$ cat src/hw/rtl/m3i_queue.sv
module m3i_queue #(
  parameter int WIDTH = 8
) (
  input  logic             clk,
  input  logic             rst,
  input  logic             push,
  output logic             ready,
  input  logic [WIDTH-1:0] wdata,
  output logic             valid,
  input  logic             pop,
  output logic [WIDTH-1:0] rdata
);
  logic [WIDTH-1:0] slot [2];
  logic             wr_ptr;
  logic             rd_ptr;
  logic [1:0]       count;

  assign ready = (count != 2'd2);
  assign valid = (count != 2'd0);
  assign rdata = slot[rd_ptr];

  // Pointers and fill level.
  always_ff @(posedge clk) begin
    if (rst) begin
      wr_ptr <= 1'b0;
      rd_ptr <= 1'b0;
      count  <= 2'd0;
    end else begin
      if (push) begin
        wr_ptr <= !wr_ptr;
      end
      if (pop) begin
        rd_ptr <= !rd_ptr;
      end
      count <= count + 2'(push) - 2'(pop);
    end
  end

  // Storage.
  always_ff @(posedge clk) begin
    if (push) begin
      slot[wr_ptr] <= wdata;
    end
  end

endmodule

$ cat config.mk
export PLATFORM = sky130hd
export DESIGN_NAME = m3i_queue
export DESIGN_NICKNAME = d
export VERILOG_FILES = /design/src/hw/rtl/m3i_queue.sv
export SDC_FILE = /design/constraint.sdc
export NUM_CORES = 1
export LEC_CHECK = 0
export BUFFER_PORTS_ARGS = -buffer_cell sky130_fd_sc_hd__buf_2
export CELL_PAD_IN_SITES_DETAIL_PLACEMENT = 0
export CELL_PAD_IN_SITES_GLOBAL_PLACEMENT = 1
export CORE_AREA = 3 3 47 49
export DETAILED_ROUTE_END_ITERATION = 7
export DIE_AREA = 0 0 50 52
export HOLD_SLACK_MARGIN = 0.12
export PLACE_DENSITY = 0.86
export SLEW_MARGIN = 30
export SYNTH_ARGS = -nofsm -noshare
export SYNTH_HDL_FRONTEND = slang
export SYNTH_SLANG_ARGS = --single-unit
$ cat constraint.sdc
create_clock -name clk -period 3.5 [get_ports clk]
set_input_delay 0.525 -clock clk [delete_from_list [all_inputs] [get_ports clk]]
set_output_delay 0.525 -clock clk [all_outputs]
set_load 0.02 [all_outputs]
# Yosys cells after proc, flatten, opt, wreduce, memory -nomap -nowiden
# Memories as Yosys holds them, arrays and structs flattened. A register that Yosys moved wholly into a read port is not among the register bits.
# Cells that the tools add are included.
[classes] add_sub_neg=2 n_mul=0 div=0 order_cmp=0 n_eq_ne=1 shifts=0 muxes=4 bitwise_logic=0 reduce_logical=3
[op_table] operator="two-way mux 1 bit" n=4
[op_table] operator="adder 2 x 1 -> 2 bit" n=1
[op_table] operator="logical NOT 1 bit" n=2
[op_table] operator="inequality test 2 bit, second input constant" n=1
[op_table] operator="nonzero test 2 bit" n=1
[op_table] operator="subtractor 2 x 1 -> 2 bit" n=1
[totals] regBits=4 latch_bits=0 ramBits=16 romBits=0 input_bits=12 out_inout_bits=10 wordCells=14 n_memories=1
[mem_list] name="slot" depth=2 width=8 read_ports=1 rd_ports_with_merged_regs=1 wr=1 line="13" text="logic [WIDTH-1:0] slot [2];"

# Logic depth before layout (Yosys ltp)
[depth] depth_word=3 ltp_mapped=6 depth_no_buf=6

# Worst setup path after synthesis
# No wires, ideal clock.
[synth_timing] path_type="input to register" start="input port pop" end="register count[1]" arrival_ns=1.397 required_time_ns=3.436 setup_slack_ns=2.039 path_stages=5 path_cell_list="ha_1 > inv_1 > ha_1 > xnor3_1 > nor2_1"
[synth_between] elab_chain_len=1
[synth_rtl] element="start, declared" line="10" text="input logic pop,"
[synth_rtl] element="subtractor 2 x 1 -> 2 bit" line="35" text="count <= count + 2'(push) - 2'(pop);"
[synth_rtl] element="end signal, assigned" line="35"
[synth_rtl] element="end, declared" line="16" text="logic [1:0] count;"
# No other way between the ends.
# A chain may end at the register's enable or synchronous reset.

==> results.txt <==
Startpoint type of the worst setup path: register
RSZ-0062 raised after global routing: false
Placed cells: 93
#FFs+latches synth: 21
Sw Share: 25.1%
DR vias: 413
Largest family of logic cells by synthesized area: multiplexers
Max Cap Violations: 0
WP data required: 2970 ps
Num CTS Buffers: 3
Cell Pwr Density: 529 nW/µm²
Ports: 22
Simple-gate area share of the yosys netlist: 5.53%
Adder-cell share of the synthesized area: 3.16%
Internal: 0.000378 W
Initial DRC count: 5
Crit path kind: register to output port
Slowest-stage cell, CP: dfxtp_1
GR Util All Layers: 9.87%
Fin util: 50.1%
Crit path time final: 1890 ps
Slew @ Worst Pin: 710 ps
Number of diodes: 0
# resized after CTS: 0
Non-filler instance count after layout: 97
Hold/Removal Path Class: input port to register
Leak: 0.382 nW
Most frequent cells in the layout: buf_2 (21), edfxtp_1 (16), mux2_2 (8)
Final Max Slew Viols: 0
Post-synthesis sequential area ratio: 73.3%
Final Hold Vio Count: 0
Share of layout cells above drive strength 1: 48.6%
Slowest cell delay on critical path: 540 ps
CP cell instances: mux2_2 > buf_2
Run status: finished, final reports clean
Max Clk Rate: 0.529 GHz
DR vias/cell: 4.26
Site row count: 16
Sink Count: 21
DIE AREA: 2600 µm²
Critical-path maximum fanout: 8
Clk pwr share: 21.9%
# nets final: 85
Post-CTS Hold Fix Bufs: 0
Starting Density: 41.6%
Clk_skew: 1.21 ps
Post-Synth XOR/XNOR Area: 5.06%
Psw: 0.000127 W
Clk_lat worst skew: 290 ps
Hpwl dp: 860 µm
GRT overflow: 0
Area Overhead vs Synth: 20.4%
Drt first pass iters: 4
CTS root buf: clkbuf_4
Peak VDD IR: 308 µV
Final setup viols: 0
Vias in the first global route: 437
Synth Area in Compound Gates: 0%
CTS tree: yes
Rel. slew slack: 52.5%
First-pass GRT wire length: 1830 µm
Max clock buf depth: 2
Post-Syn Nets: 60
Reg power frac: 59.5%
Wire per inst: 11.6 µm
Multiplexer area fraction after synthesis: 11.4%
Clk slew on worst S/H paths: 110 ps
Die Width: 50 µm
Combinational fraction of design power: 18.6%
Synth area leader: edfxtp_1
Setup_tns: 0 ps
Critical path arrival: 1360 ps
Initial antenna violation count: 0
Core region area: 1900 µm²
Mapped Cells: 46
Crit end category: output port
GPL Wtd Cong: 0.660
Final ANT Viol Nets: 0
Synth cell types: 13
WL final: 1130 µm
# Post-CTS Setup Buffers: 0
H-tree depth: 1
Largest cells by area after synthesis: edfxtp_1 (61%), dfxtp_1 (13%), mux2_2 (11%), ha_1 (3.2%), xnor3_1 (2.8%)
Syn Std Cell Area: 792 µm²
Largest net degree at the start of global routing: 13
Syn avg cell area: 17.2 µm²
Yosys warns: 0
Commonest non-fill, non-tap cell in the layout: buf_2
Top-area cell type share of the netlist area: 60.7%
Die H: 52 µm
DRC viols: 0
Final period util: 54.0%
Port-buffer cells: 21
## registers in the layout, indices dropped and copies added, names as in the netlist, named ones only
name and cells:
count 2, rd_ptr 1, slot 16, wr_ptr 1
## layout make-up
type | instances | area (µm²)
multi-input cells | 22 | 199
inverters | 2 | 7.51
well taps | 27 | 33.8
fillers | 173 | 948
clock buffers | 3 | 22.5
flip-flops and latches | 21 | 581
repair buffers | 21 | 105
clock inverters | 1 | 5.00
## cells in the mapped netlist, drive strengths merged
cell / n
xnor3: 1
mux2: 8
buf: 1
inv: 2
nor2b: 2
xnor2: 2
nand2: 1
nor2: 4
ha: 2
dfxtp: 5
edfxtp: 16
and2: 1
or2: 1
## per-stage QoR
step           hold WS [ps]  cell area, µm²  worst slack [ps]  power (W)
2_1_floorplan           480             792              2040   0.000371
4_1_cts                 401             953              1570   0.000512
6_report                417             953              1610   0.000504
5_1_grt                 391             953              1510   0.000531
3_3_place_gp            494             926              1870   0.000399
3_5_place_dp            504             926              1850   0.000401
## power groups by stage
| stage | Clock (W) | Sequential, W | Combinational [W] |
|---|---|---|---|
| after floorplan | 0 | 0.000301 | 0.0000698 |
| after global placement | 0 | 0.000306 | 0.0000939 |
| after detailed placement | 0 | 0.000306 | 0.0000949 |
| after CTS | 0.000116 | 0.000300 | 0.0000956 |
| after global routing | 0.000124 | 0.000303 | 0.000104 |
| final | 0.000110 | 0.000300 | 0.0000939 |
## critical path: cells and delay by family, from the launching register on
family / cells / cell delay [ps]
buffers and inverters: 1 / 160
DFF: 1 / 540
muxes: 1 / 380
## path summary, 6_finish.rpt
path,startpoint,endpoint,slack (ps),depth (start not counted)
worst max register to register,count[0],count[1],2150,6
worst min register to register,rd_ptr,rd_ptr,530,2
worst max-delay path,register,rdata[6],1610,2
worst min-delay path,wdata[6],slot[0][6],420,1
## logic make-up (layout without fill, tap and decap cells)
| logic type | after synthesis | after routing |
|---|---|---|
| muxes | 8 | 8 |
| adders and majority gates | 2 | 2 |
| DFF | 21 | 21 |
| xor gates and xnor gates | 3 | 3 |
| and+or+nand+nor | 9 | 9 |
| buffers and inverters | 3 | 27 |
## metal layers
layer  track usage [%]  routed length [µm]  vias up
li1                  -                   -      211
met1              11.0                 470      184
met2              15.9                 571       18
met3              3.15                  85        0
met4              6.91                   0        0
met5                 0                   0        -
No activity file was read; power rests on OpenSTA's default activity.
